## config.mk

```make
export PLATFORM = sky130hd
export DESIGN_NAME = rs_aware_issue_port_allocator_top
export DESIGN_NICKNAME = d
export VERILOG_FILES = /design/src/hdl/rsapa_pkg.sv /design/src/hdl/rsapa_ctrl.sv /design/src/hdl/rsapa_dp.sv /design/src/hdl/rs_aware_issue_port_allocator_top.sv
export SDC_FILE = /design/constraint.sdc
export NUM_CORES = 1
export LEC_CHECK = 0
export ABC_AREA = 1
export BUFFER_PORTS_ARGS = -buffer_cell sky130_fd_sc_hd__buf_2
export CAP_MARGIN = 20
export CORE_ASPECT_RATIO = 1.4
export CORE_UTILIZATION = 27
export DETAILED_ROUTE_END_ITERATION = 10
export SLEW_MARGIN = 20
export SYNTH_ARGS = -nofsm -noshare
export SYNTH_HDL_FRONTEND = slang
export SYNTH_SLANG_ARGS = --single-unit
```

## constraint.sdc

```tcl
create_clock -name i_clk -period 43.8 [get_ports i_clk]
set_clock_uncertainty 0.1 [all_clocks]
set_input_delay 4.38 -clock i_clk [delete_from_list [all_inputs] [get_ports i_clk]]
set_output_delay 4.38 -clock i_clk [all_outputs]
set_load 0.01 [all_outputs]
```

## src/hdl/rsapa_pkg.sv

```systemverilog
package rsapa_pkg;

    // block configuration
    localparam int NUM_PORTS    = 8;
    localparam int NUM_STATIONS = 4;
    // the allowed mask and the station map cover at most eight ports
    localparam int SCAN_PORTS   = (NUM_PORTS < 8) ? NUM_PORTS : 8;

    // field widths
    localparam int MASK_W  = 8;
    localparam int PORT_W  = 3;
    localparam int FREE_W  = 32;
    localparam int MAP_W   = 16;
    localparam int CAP_W   = 64;
    localparam int OCC_W   = 8;
    localparam int COUNT_W = 16;
    localparam int STAT_W  = 2;
    localparam int CFG_IDX_W = 1;

    localparam logic [COUNT_W-1:0] COUNT_MAX = 16'hFFFF;

    // item modes
    localparam logic MODE_ALLOC   = 1'b0;
    localparam logic MODE_RELEASE = 1'b1;

    // status codes
    localparam logic [STAT_W-1:0] STATUS_OK         = 2'd0;
    localparam logic [STAT_W-1:0] STATUS_EMPTY_MASK = 2'd1;
    localparam logic [STAT_W-1:0] STATUS_IDLE_PORT  = 2'd2;

    // configuration register indexes
    localparam logic [CFG_IDX_W-1:0] CFG_PORT_STATION_MAP      = 1'b0;
    localparam logic [CFG_IDX_W-1:0] CFG_PORT_STATION_CAPACITY = 1'b1;

    // controller states
    typedef enum logic [1:0] {
        ST_IDLE = 2'b01,
        ST_EXEC = 2'b10
    } t_state;

    // controller to datapath commands
    typedef struct packed {
        logic load_in;
        logic exec;
    } t_cmd;

endpackage

```

## src/hdl/rsapa_ctrl.sv

```systemverilog
module rsapa_ctrl (
    input  logic          i_clk,
    input  logic          i_rst_n,
    input  logic          i_in_valid,
    output logic          o_in_stall,
    output logic          o_out_valid,
    input  logic          i_out_stall,
    output rsapa_pkg::t_cmd o_cmd
);

    rsapa_pkg::t_state r_state, n_state;
    logic              r_out_valid, n_out_valid;
    logic              out_free;

    // output slot can take a result this cycle
    assign out_free = !r_out_valid || !i_out_stall;

    // command decode
    always_comb begin
        o_cmd.load_in = (r_state == rsapa_pkg::ST_IDLE) && i_in_valid;
        o_cmd.exec    = (r_state == rsapa_pkg::ST_EXEC) && out_free;
    end

    // next state
    always_comb begin
        n_state = r_state;
        case (r_state)
            rsapa_pkg::ST_IDLE: begin
                if (i_in_valid) n_state = rsapa_pkg::ST_EXEC;
            end
            rsapa_pkg::ST_EXEC: begin
                if (out_free) n_state = rsapa_pkg::ST_IDLE;
            end
            default: n_state = rsapa_pkg::ST_IDLE;
        endcase
    end

    // output valid tracking
    always_comb begin
        n_out_valid = r_out_valid;
        if (o_cmd.exec) begin
            n_out_valid = 1'b1;
        end else if (r_out_valid && !i_out_stall) begin
            n_out_valid = 1'b0;
        end
    end

    always_ff @(posedge i_clk) begin
        if (!i_rst_n) begin
            r_state     <= rsapa_pkg::ST_IDLE;
            r_out_valid <= 1'b0;
        end else begin
            r_state     <= n_state;
            r_out_valid <= n_out_valid;
        end
    end

    assign o_in_stall  = (r_state != rsapa_pkg::ST_IDLE);
    assign o_out_valid = r_out_valid;

endmodule

```

## src/hdl/rsapa_dp.sv

```systemverilog
module rsapa_dp (
    input  logic                                  i_clk,
    input  logic                                  i_rst_n,
    input  rsapa_pkg::t_cmd                       i_cmd,
    input  logic                                  i_cfg_we,
    input  logic [rsapa_pkg::CFG_IDX_W-1:0]       i_cfg_idx,
    input  logic [rsapa_pkg::CAP_W-1:0]           i_cfg_data,
    input  logic                                  i_mode,
    input  logic [rsapa_pkg::MASK_W-1:0]          i_allowed_ports,
    input  logic [rsapa_pkg::PORT_W-1:0]          i_release_port,
    input  logic [rsapa_pkg::FREE_W-1:0]          i_station_free_packed,
    output logic [rsapa_pkg::PORT_W-1:0]          o_chosen_port,
    output logic [rsapa_pkg::STAT_W-1:0]          o_status
);

    // configuration registers
    logic [rsapa_pkg::MAP_W-1:0] r_map;
    logic [rsapa_pkg::CAP_W-1:0] r_cap;

    // captured transaction
    logic                              r_mode;
    logic [rsapa_pkg::MASK_W-1:0]      r_allowed;
    logic [rsapa_pkg::PORT_W-1:0]      r_rport;
    logic [rsapa_pkg::FREE_W-1:0]      r_free;

    // per-port in-flight counters
    logic [rsapa_pkg::COUNT_W-1:0] r_inflight [rsapa_pkg::NUM_PORTS];
    logic [rsapa_pkg::COUNT_W-1:0] n_inflight [rsapa_pkg::NUM_PORTS];

    // result registers
    logic [rsapa_pkg::PORT_W-1:0] r_chosen, n_chosen;
    logic [rsapa_pkg::STAT_W-1:0] r_status, n_status;

    logic [rsapa_pkg::OCC_W-1:0]   occ [rsapa_pkg::SCAN_PORTS];
    logic                          found;
    logic [rsapa_pkg::OCC_W-1:0]   best_occ;
    logic [rsapa_pkg::COUNT_W-1:0] best_cnt;
    logic [rsapa_pkg::PORT_W-1:0]  best_idx;
    logic [rsapa_pkg::NUM_PORTS-1:0] alloc_sel;
    logic [rsapa_pkg::NUM_PORTS-1:0] rel_sel;
    logic                          rel_ok;

    // free entries of one station, zero for stations that do not exist
    function automatic logic [rsapa_pkg::OCC_W-1:0] station_free(
        input logic [rsapa_pkg::FREE_W-1:0] packed_free,
        input logic [1:0]                   station
    );
        logic [rsapa_pkg::OCC_W-1:0] res;
        res = '0;
        for (int s = 0; s < 4; s++) begin
            if ((int'(station) == s) && (s < rsapa_pkg::NUM_STATIONS)) begin
                res = packed_free[8*s +: 8];
            end
        end
        return res;
    endfunction

    // occupancy of each scanned port, floored at zero
    always_comb begin
        for (int p = 0; p < rsapa_pkg::SCAN_PORTS; p++) begin
            logic [rsapa_pkg::OCC_W-1:0] cap;
            logic [rsapa_pkg::OCC_W-1:0] fr;
            cap = r_cap[8*p +: 8];
            fr  = station_free(r_free, r_map[2*p +: 2]);
            occ[p] = (cap > fr) ? (cap - fr) : '0;
        end
    end

    // lexicographic minimum: occupancy, then in-flight count, then index
    always_comb begin
        found     = 1'b0;
        best_occ  = '0;
        best_cnt  = '0;
        best_idx  = '0;
        alloc_sel = '0;
        for (int p = 0; p < rsapa_pkg::SCAN_PORTS; p++) begin
            if (r_allowed[p]) begin
                if (!found || (occ[p] < best_occ) ||
                    ((occ[p] == best_occ) && (r_inflight[p] < best_cnt))) begin
                    found     = 1'b1;
                    best_occ  = occ[p];
                    best_cnt  = r_inflight[p];
                    best_idx  = rsapa_pkg::PORT_W'(p);
                    alloc_sel = '0;
                    alloc_sel[p] = 1'b1;
                end
            end
        end
    end

    // release decode; absent ports never match
    always_comb begin
        rel_ok = 1'b0;
        for (int p = 0; p < rsapa_pkg::NUM_PORTS; p++) begin
            rel_sel[p] = (int'(r_rport) == p);
            if (rel_sel[p] && (r_inflight[p] != '0)) rel_ok = 1'b1;
        end
    end

    // counter and result update
    always_comb begin
        n_chosen = r_chosen;
        n_status = r_status;
        for (int p = 0; p < rsapa_pkg::NUM_PORTS; p++) begin
            n_inflight[p] = r_inflight[p];
        end
        if (i_cmd.exec) begin
            if (r_mode == rsapa_pkg::MODE_ALLOC) begin
                n_chosen = found ? best_idx : '0;
                n_status = found ? rsapa_pkg::STATUS_OK : rsapa_pkg::STATUS_EMPTY_MASK;
                for (int p = 0; p < rsapa_pkg::NUM_PORTS; p++) begin
                    if (found && alloc_sel[p] && (r_inflight[p] != rsapa_pkg::COUNT_MAX)) begin
                        n_inflight[p] = r_inflight[p] + 1'b1;
                    end
                end
            end else begin
                n_chosen = '0;
                n_status = rel_ok ? rsapa_pkg::STATUS_OK : rsapa_pkg::STATUS_IDLE_PORT;
                for (int p = 0; p < rsapa_pkg::NUM_PORTS; p++) begin
                    if (rel_ok && rel_sel[p]) begin
                        n_inflight[p] = r_inflight[p] - 1'b1;
                    end
                end
            end
        end
    end

    // configuration writes
    always_ff @(posedge i_clk) begin
        if (!i_rst_n) begin
            r_map <= '0;
            r_cap <= '0;
        end else if (i_cfg_we) begin
            if (i_cfg_idx == rsapa_pkg::CFG_PORT_STATION_MAP) begin
                r_map <= i_cfg_data[rsapa_pkg::MAP_W-1:0];
            end
            if (i_cfg_idx == rsapa_pkg::CFG_PORT_STATION_CAPACITY) begin
                r_cap <= i_cfg_data;
            end
        end
    end

    // in-flight counters
    always_ff @(posedge i_clk) begin
        for (int p = 0; p < rsapa_pkg::NUM_PORTS; p++) begin
            if (!i_rst_n) begin
                r_inflight[p] <= '0;
            end else begin
                r_inflight[p] <= n_inflight[p];
            end
        end
    end

    // transaction capture and result payload
    always_ff @(posedge i_clk) begin
        if (i_cmd.load_in) begin
            r_mode    <= i_mode;
            r_allowed <= i_allowed_ports;
            r_rport   <= i_release_port;
            r_free    <= i_station_free_packed;
        end
        r_chosen <= n_chosen;
        r_status <= n_status;
    end

    assign o_chosen_port = r_chosen;
    assign o_status      = r_status;

endmodule

```

## src/hdl/rs_aware_issue_port_allocator_top.sv

```systemverilog
// Least-loaded issue-port allocator. Each transaction either allocates a port
// (the allowed port whose reservation station is least occupied, ties to the
// lower in-flight count, then the lower port index; its counter increments
// and saturates) or releases one in-flight entry of a port. Every transaction
// gives exactly one result with the chosen port and a status (ok, empty mask,
// release of an idle port). A transaction is captured in the idle state,
// then port selection and counter update run in the exec state. The result is
// held in an output register, so the next transaction is taken while it
// waits; selection pauses only while that register is still stalled.
// Configuration writes are taken at any time and must come while idle.
module rs_aware_issue_port_allocator_top (
    input  logic                            i_clk,
    input  logic                            i_rst_n,
    input  logic                            i_cfg_we,
    input  logic [rsapa_pkg::CFG_IDX_W-1:0] i_cfg_idx,
    input  logic [rsapa_pkg::CAP_W-1:0]     i_cfg_data,
    input  logic                            i_in_valid,
    output logic                            o_in_stall,
    input  logic                            i_mode,
    input  logic [rsapa_pkg::MASK_W-1:0]    i_allowed_ports,
    input  logic [rsapa_pkg::PORT_W-1:0]    i_release_port,
    input  logic [rsapa_pkg::FREE_W-1:0]    i_station_free_packed,
    output logic                            o_out_valid,
    input  logic                            i_out_stall,
    output logic [rsapa_pkg::PORT_W-1:0]    o_chosen_port,
    output logic [rsapa_pkg::STAT_W-1:0]    o_status
);

    rsapa_pkg::t_cmd cmd;

    // handshake sequencing
    rsapa_ctrl u_ctrl (
        .i_clk       (i_clk),
        .i_rst_n     (i_rst_n),
        .i_in_valid  (i_in_valid),
        .o_in_stall  (o_in_stall),
        .o_out_valid (o_out_valid),
        .i_out_stall (i_out_stall),
        .o_cmd       (cmd)
    );

    // selection, counters and configuration
    rsapa_dp u_dp (
        .i_clk                 (i_clk),
        .i_rst_n               (i_rst_n),
        .i_cmd                 (cmd),
        .i_cfg_we              (i_cfg_we),
        .i_cfg_idx             (i_cfg_idx),
        .i_cfg_data            (i_cfg_data),
        .i_mode                (i_mode),
        .i_allowed_ports       (i_allowed_ports),
        .i_release_port        (i_release_port),
        .i_station_free_packed (i_station_free_packed),
        .o_chosen_port         (o_chosen_port),
        .o_status              (o_status)
    );

endmodule
```

==> results of run 1 <==
path summary, 6_finish.rpt:
| path | start | endpoint | depth (start not counted) | slack [ps] |
|---|---|---|---|---|
| max reg2reg | u_dp.r_map[2] | u_dp.r_inflight[0][48] | 93 | 25560 |
| max | u_dp.r_map[2] | u_dp.r_inflight[0][48] | 93 | 25560 |
| min | u_dp.r_cap[56] | u_dp.r_cap[56] | 2 | 370 |
| min reg2reg | u_dp.r_cap[56] | u_dp.r_cap[56] | 2 | 370 |
where the power goes:
part	switching (uW)	internal (uW)	total (uW)
logic	255	132	388
clock network	122	157	279
registers	11.2	253	265
total	388	543	931
cell usage in the layout, fill, tap and decap left out, types with 9 or more instances in the layout:
cell type / count
nand2_1: 542
nor2_1: 487
a21oi_1: 345
inv_1: 337
ha_1: 337
o21ai_0: 326
dfxtp_1: 211
nand3_1: 166
buf_2: 119
xor2_1: 82
o22ai_1: 80
nand4_1: 52
nor3_1: 49
edfxtp_1: 49
nor4_1: 48
xnor2_1: 47
clkbuf_16: 34
a211oi_1: 22
buf_4: 19
a21o_1: 16
nand2_2: 16
a221oi_1: 16
fa_1: 16
o21bai_1: 12
or2_2: 10
a31oi_1: 10
nand3b_1: 9
stage by stage:
stage	cell area, um2	setup WS, ps	power (uW)
after detailed placement	25600	25660	656
final	26700	25560	931
after global routing	26700	23540	1010
after floorplan	23900	30040	556
after global placement	25600	25930	652
after CTS	26700	25640	940
flip-flops by register name, indices dropped and copies added (netlist names):
name / count
u_dp.r_free: 32
u_dp.r_rport: 3
u_dp.r_allowed: 8
u_dp.r_mode: 1
u_dp.o_status: 2
u_dp.r_inflight: 128
u_dp.o_chosen_port: 3
u_dp.r_cap: 64
u_dp.r_map: 16
u_ctrl.o_out_valid: 1
u_ctrl.r_state: 2
routing by layer:
| metal | wire length [um] | vias up | part of all wire [%] |
|---|---|---|---|
| li1 | - | 12100 | - |
| met1 | 32200 | 10700 | 41 |
| met2 | 36900 | 714 | 47 |
| met3 | 5180 | 216 | 6.6 |
| met4 | 3980 | 8 | 5.1 |
| met5 | 57 | - | 0.073 |
Yosys cell counts (all sizes together) (2+ instances only):
library cell	number	area share, %
a221oi	16	0.59
o21ai	330	6.9
or2	10	0.26
xnor2	47	1.7
xor2	82	3.0
a21oi	349	7.3
o21bai	12	0.38
inv	340	5.3
ha	337	18
nor2	491	7.7
a31oi	10	0.26
nand3b	9	0.28
o41ai	4	0.15
edfxtp	49	6.2
clkinv	4	0.063
a211oi	22	0.69
nor3b	8	0.25
buf	39	0.91
o21a	8	0.25
fa	16	1.3
o211ai	3	0.094
and2	7	0.18
a2111oi	2	0.073
nand2	559	9.0
nand3	166	3.5
clkbuf	83	1.3
o22ai	80	2.1
o221ai	8	0.29
dfxtp	211	18
nor4	48	1.3
nand4	52	1.4
a41oi	3	0.11
a21o	16	0.50
nor3	49	1.0
critical path: cells and delay by family, from the launching register on:
family / cells / cell delay [ps]
DFF: 1 / 370
and+or+nand+nor: 44 / 7020
buffers and inverters: 6 / 670
AOI/OAI and AO/OA: 34 / 7110
adders and majority gates: 9 / 2870
logic make-up after synthesis:
kind of cell	count (synthesis)	synth area share, %
AND/OR/NAND/NOR	1399	24.8
AO/OA/AOI/OAI	871	20.0
buffers and inverters	466	7.62
adder cells (fa/ha/maj)	353	19.0
flip-flops	260	23.8
XOR/XNOR	129	4.73
final cells by class:
class                      instances  area [um2]
timing repair buffer             139         753
fill                            9508       60600
multi-input combinational       2752       16400
antenna                            2        5.00
inverter                         344        1290
sequential                       260        5700
clock inverter                    17         145
tap                             1170        1460
clock buffer                      44         928
==> results.json, run 1 <==
{
  "ys.flop_type": "dfxtp_1",
  "chipHeight_um": 354,
  "syn-mean-instance-area_um2": 6.87,
  "first_pass_iters": 6,
  "fin_util_pct": 30.6,
  "setup_tns_ps": 0,
  "vias": 23700,
  "die_x_um": 253,
  "path_common_cell": "nand2_1",
  "grt_overflow": 0,
  "slew_headroom_pct": 25.8,
  "grt_first_pass_wirelength_um": 121000,
  "max_freq_ghz": 0.0548,
  "drcViolationCount": 0,
  "antenna_found_initial": 6,
  "crit_path_max_fanout": 51,
  "syn2layout_area_growth_pct": 11.7,
  "critPathCaptureType": "flip-flop",
  "postSynthCellCount": 3478,
  "p_per_area_mw_per_mm2": 34.9,
  "clkLatencyLatePin_ps": 590,
  "seq_area_frac_synth_pct": 23.8,
  "cp_data_arrival_time_ps": 18650,
  "gr-usage-met2_pct": 29.6,
  "synth_edf_count": 49,
  "wl_per_cell_um": 16.6,
  "cts_tree": "built",
  "root_buffer": "clkbuf_16",
  "hold_class": "reg -> reg",
  "vdd_drop_max_mv": 0.0226,
  "worst_slew_pin_slew_ps": 1110,
  "ys_warn_count": 0,
  "via_per_inst": 5.02,
  "grt_use_met3_pct": 2.79,
  "clkTransAtPathRegs_ps": 60,
  "cts.path.max_buffers": 3,
  "dp_hpwl_um": 59700,
  "synthesis.area_mm2": 0.0239,
  "max_cap_viol_count": 0,
  "grt_usage_pct": 17.1,
  "postCtsSetupRepairBufs": 0,
  "synth_seq_cells": 260,
  "grt_max_degree": 92,
  "cts_htree_levels": 2,
  "finalSetupViolCount": 0,
  "synth_cell_type_count": 49,
  "dp_cells": 4665,
  "busiest_layer": "met2",
  "cts_buffers": 34,
  "hold_viol": 0,
  "slowest_delay_ps": 670,
  "coreArea_mm2": 0.0873,
  "cp_data_required_time_ps": 44210,
  "cpMaxStageDelayCell": "o21ai_0",
  "use_met1_pct": 20.1,
  "rows": 128,
  "critical_path.startpoint_type": "flip-flop",
  "die-area_mm2": 0.0897,
  "slew_violations": 0,
  "final_nets": 3998,
  "stdcell_count": 4728,
  "grt_pass1_vias": 22500,
  "period_share_pct": 41.6,
  "cts_sinks": 260,
  "post_cts_resized": 0,
  "worst-setup-path-type": "reg -> reg",
  "p_leak_uw": 0.0122,
  "ant_nets": 0,
  "min_period_ps": 18240,
  "gp_congestion": 0.956,
  "synth_nets": 3945,
  "ios": 121,
  "port_buffers": 120,
  "status": "completed",
  "cts-hold-fix-buffers": 0,
  "drive_gt1_share_pct": 6.47,
  "finalHoldWorstSlack_ps": 375,
  "drt-initial-drc-count": 1659,
  "rsz0062_at_grt": "no",
  "ys_async_sr_fraction_pct": 0,
  "initial_utilization_pct": 27.4,
  "drt_wl_total_um": 78400
}
Note: power is estimated with default switching activity, not from simulation.
==> inputs of run 2 (changes only) <==
Clock period 43.8 ns to 15.4 ns, I/O delays scaled along.
==> run 2 against run 1 <==
Global-route usage grew 0.55 points; fmax grew 28%; core utilization grew 0.91 points; wire length grew 3.5%; sequential share of layout area shrank 0.61 points; clock power grew to 2.7 times the previous value; critical path depth grew 3; via count grew 2.2%; combinational power grew to 3.2 times the previous value; clock-buffer cell count shrank 10; setup slack lost 24000 ps.
==> results.json, run 2 (synthesized netlist as in run 1, its figures left out) <==
{
  "vias": 24300,
  "period_share_pct": 92.6,
  "rows": 128,
  "die_x_um": 253,
  "cts_htree_levels": 1,
  "port_buffers": 120,
  "cts.path.max_buffers": 3,
  "ios": 121,
  "grt_max_degree": 113,
  "die-area_mm2": 0.0897,
  "reg_top3": "u_dp.r_inflight x128, u_dp.r_cap x64, u_dp.r_free x32",
  "layout_common_cells": "530 x nand2_1, 482 x nor2_1, 342 x a21oi_1, 337 x ha_1, 333 x inv_1",
  "wl_per_cell_um": 17.0,
  "mostFrequentLayoutCell": "nand2_1",
  "setup_tns_ps": 0,
  "root_buffer": "clkbuf_16",
  "largest_reg_flops": 128,
  "drt_wl_total_um": 81100,
  "final_nets": 4058,
  "clkTransAtPathRegs_ps": 70,
  "hold_class": "reg -> reg",
  "hold_viol": 0,
  "grt_first_pass_wirelength_um": 126000,
  "drcViolationCount": 0,
  "stdcell_count": 4785,
  "dp_hpwl_um": 61700,
  "slew_headroom_pct": 41.1,
  "worst-setup-path-type": "reg -> reg",
  "crit_path_max_fanout": 33,
  "antenna_found_initial": 4,
  "initial_utilization_pct": 27.4,
  "design_area_mm2": 0.0275,
  "max_freq_ghz": 0.0701,
  "drt-initial-drc-count": 1663,
  "finalHoldWorstSlack_ps": 374,
  "p_per_area_mw_per_mm2": 99.7,
  "cp_data_required_time_ps": 15800,
  "first_pass_iters": 6,
  "chipHeight_um": 354,
  "syn2layout_area_growth_pct": 15.1,
  "max_cap_viol_count": 0,
  "clkLatencyLatePin_ps": 620,
  "antenna_cells": 0,
  "grt_pass1_vias": 23000,
  "grt_usage_pct": 17.6,
  "critPathTopFamily": "simple AND/OR/NAND/NOR gates",
  "cts_tree": "built",
  "critPathCaptureType": "flip-flop",
  "drive_gt1_share_pct": 9.24,
  "min_period_ps": 14260,
  "place_area_mm2": 0.0260,
  "regMostFlops": "u_dp.r_inflight",
  "status": "completed",
  "p_leak_uw": 0.0125,
  "cp_data_arrival_time_ps": 14660,
  "vdd_drop_max_mv": 0.0910,
  "n_fill_cell": 9498,
  "cts_buffers": 30,
  "grt_overflow": 0,
  "finalSetupViolCount": 0,
  "path_common_cell": "nand2_1",
  "worst_slew_pin_slew_ps": 883,
  "via_per_inst": 5.07,
  "coreArea_mm2": 0.0873,
  "crit_buf_inv": 10,
  "dp_cells": 4714,
  "gp_congestion": 0.978,
  "cpMaxStageDelayCell": "fa_1",
  "critical_path.startpoint_type": "flip-flop",
  "cts_sinks": 260,
  "slowest_delay_ps": 450,
  "ant_nets": 0,
  "slew_violations": 0
}
==> run 2: changes by cell type in the layout (fill, tap and decap cells not counted), moves of 5 or more <==
| cell | previous run | this run |
|---|---|---|
| buf_6 | 0 | 7 |
| nand2_1 | 542 | 530 |
| buf_12 | 0 | 5 |
| o21ai_1 | 4 | 40 |
| o21ai_2 | 0 | 9 |
| nor2_1 | 487 | 482 |
| buf_4 | 19 | 63 |
| o21ai_0 | 326 | 281 |
| nand2_4 | 1 | 8 |
==> run 2: area by class of cell <==
| class | count | area [um2] | share of cell area, % |
|---|---|---|---|
| clock buffer | 34 | 766 | 2.79 |
| clock inverter | 22 | 233 | 0.847 |
| inverter | 344 | 1300 | 4.72 |
| multi-input combinational | 2754 | 16700 | 60.6 |
| sequential | 260 | 5700 | 20.7 |
| tap | 1170 | 1460 | 5.33 |
| timing repair buffer | 201 | 1370 | 4.99 |
==> run 2: stage by stage <==
stage	setup slack [ps]	total power [uW]	utilization, %
2_1_floorplan	1640	1580	-
3_5_place_dp	-45.3	1910	29.8
5_1_grt	-9.67	2950	31.5
3_3_place_gp	142	1900	29.8
6_report	1140	2740	31.5
4_1_cts	4.71	2680	30.9
==> run 2: report_power, final <==
part / total, uW / internal [uW] / leakage (uW) / switching (uW)
Sequential: 752 / 720 / 0.00218 / 31.9
Combinational: 1230 / 452 / 0.00985 / 782
Clock: 755 / 414 / 0.000476 / 341
Total: 2740 / 1590 / 0.0125 / 1150
==> run 2: repair_timing <==
item                       in CTS  in global routing
buffers inserted                0                 11
pin swaps                       0                 13
hold buffers                    0                  0
cloned                          0                  4
setup endpoints to repair      44                131
gates resized for setup         6                124
==> run 2: final timing paths <==
check / cells after the start / end / startpoint / slack [ps]
hold reg to reg: 2 / u_dp.r_cap[0] / u_dp.r_cap[0] / 370
hold / removal: 2 / u_dp.r_cap[0] / u_dp.r_cap[0] / 370
setup / recovery: 96 / u_dp.r_inflight[0][25] / u_dp.r_free[0] / 1140
setup reg to reg: 96 / u_dp.r_inflight[0][25] / u_dp.r_free[0] / 1140
==> run 2: worst register-to-register path, delay by kind of cell (launching register included) <==
kind                     cells  cell delay, ps
AND/OR/NAND/NOR             54            5380
flip-flops                   1             390
adder cells (fa/ha/maj)      9            2830
AO/OA/AOI/OAI               23            4060
buffers and inverters       10            1390
==> run 2: routing by layer <==
| metal | routed length (um) | GRT usage, % |
|---|---|---|
| met5 | 40 | 0 |
| met4 | 4610 | 9.21 |
| met3 | 4350 | 1.94 |
| met2 | 38800 | 31.1 |
| met1 | 33400 | 20.8 |
==> inputs of run 3 (changes only) <==
Settings changed: PLACE_DENSITY set to 0.47.
==> run 3 against run 2 <==
Clock-buffer cell count rose by 9; worst hold slack better by 12 ps; largest cell class unchanged; first-iteration DRC count decreased by 14%; cell count up 0.27%; critical endpoint is now u_dp.r_inflight[0][32].
==> results.json, run 3 (synthesized netlist as in run 1, its figures left out) <==
{
  "layout_common_cells": "534 x nand2_1, 477 x nor2_1, 344 x a21oi_1, 335 x ha_1, 332 x inv_1",
  "mostFrequentLayoutCell": "nand2_1",
  "antenna_found_initial": 2,
  "p_leak_uw": 0.0126,
  "via_per_inst": 5.00,
  "crit_path_max_fanout": 31,
  "min_period_ps": 14300,
  "cp_data_required_time_ps": 15800,
  "dp_slack_ps": -766,
  "drt_wl_total_um": 84900,
  "cts_tree": "built",
  "cts.path.max_buffers": 3,
  "cts_buffers": 36,
  "final_nets": 4066,
  "grt_overflow": 0,
  "die-area_mm2": 0.0897,
  "whs_path_depth": 2,
  "die_x_um": 253,
  "drive_gt1_share_pct": 9.95,
  "slew_headroom_pct": 35.8,
  "setup_tns_ps": 0,
  "worst-setup-path-type": "reg -> reg",
  "vias": 24000,
  "clkLatencyLatePin_ps": 590,
  "largest_reg_flops": 128,
  "hold_viol": 0,
  "ant_nets": 0,
  "reg_top3": "u_dp.r_inflight x128, u_dp.r_cap x64, u_dp.r_free x32",
  "ios": 121,
  "gp_congestion": 0.949,
  "critical_path.startpoint_type": "flip-flop",
  "drt-initial-drc-count": 1432,
  "p_per_area_mw_per_mm2": 104,
  "dp_hpwl_um": 64800,
  "wl_per_cell_um": 17.7,
  "chipHeight_um": 354,
  "max_cap_viol_count": 0,
  "first_pass_iters": 5,
  "grt_max_degree": 128,
  "regMostFlops": "u_dp.r_inflight",
  "p_total_uw": 2880,
  "cp_data_arrival_time_ps": 14690,
  "finalSetupViolCount": 0,
  "rsz0062_at_grt": "yes",
  "grt_pass1_vias": 23100,
  "slew_violations": 0,
  "place_area_mm2": 0.0260,
  "worst_slew_pin_slew_ps": 963,
  "drcViolationCount": 0,
  "hold_class": "reg -> reg",
  "period_share_pct": 92.9,
  "slowest_delay_ps": 410,
  "reg2regPathDepth": 92,
  "coreArea_mm2": 0.0873,
  "clkTransAtPathRegs_ps": 60,
  "status": "completed",
  "cpMaxStageDelayCell": "o21ai_0",
  "worst_slack_ps": 1100,
  "syn2layout_area_growth_pct": 16.2,
  "grt_first_pass_wirelength_um": 131000,
  "initial_utilization_pct": 27.4,
  "port_buffers": 120,
  "rows": 128,
  "cts_htree_levels": 2,
  "design_area_mm2": 0.0278,
  "root_buffer": "clkbuf_16",
  "critPathCaptureType": "flip-flop",
  "max_freq_ghz": 0.0699,
  "path_common_cell": "nand2_1",
  "finalHoldWorstSlack_ps": 386,
  "cts_sinks": 260,
  "grt_usage_pct": 18.7,
  "vdd_drop_max_mv": 0.0821
}
run 3: power by group:
group / switching (uW) / internal [uW] / total (uW)
Clock: 375 / 506 / 880
Sequential: 30.9 / 721 / 752
Combinational: 790 / 457 / 1250
Total: 1200 / 1680 / 2880
run 3: layout make-up:
type	count	area [um2]
tap	1170	1460
inverter	344	1300
timing repair buffer	203	1410
clock buffer	43	1000
antenna	1	2.50
fill	9588	59500
sequential	260	5700
clock inverter	23	214
multi-input combinational	2754	16700
run 3: what timing repair did:
action                                  CTS  global route
pin swaps                                 0            18
endpoints found under the setup margin  131           131
gates resized for setup                  30           105
buffers inserted                          0            17
hold buffers                              0             0
cloned                                    0             4
run 3: critical path: cells and delay by family (launching register included):
family | cells | cell delay, ps
and+or+nand+nor | 42 | 4640
adders and majority gates | 9 | 2810
buffers and inverters | 10 | 1280
DFF | 1 | 370
AOI/OAI and AO/OA | 31 | 4920
run 3: final timing paths:
check | startpoint | endpoint | slack [ps]
worst max-delay path | u_dp.r_map[2] | u_dp.r_inflight[0][32] | 1100
worst min-delay path | u_ctrl.o_out_valid | u_ctrl.o_out_valid | 390
worst max register to register | u_dp.r_map[2] | u_dp.r_inflight[0][32] | 1100
worst min register to register | u_ctrl.o_out_valid | u_ctrl.o_out_valid | 390
run 3: stage by stage:
| step | std cells | utilization (%) |
|---|---|---|
| 6_report | 4798 | 31.8 |
| 5_1_grt | 4797 | 31.8 |
| 4_1_cts | 4776 | 31.2 |
| 3_5_place_dp | 4710 | 29.8 |
| 3_3_place_gp | 4710 | 29.8 |
| 2_1_floorplan | 3478 | - |
run 3: layer usage:
layer  vias to the layer above  routed length (um)  track usage, %  part of all wire (%)
met5                         -                  14               0                 0.016
met2                       568               41900            33.7                    49
met1                     11000               35600            21.8                    42
met3                       181                3510            2.29                   4.1
li1                      12200                   -               -                     -
met4                         2                3900            8.44                   4.6
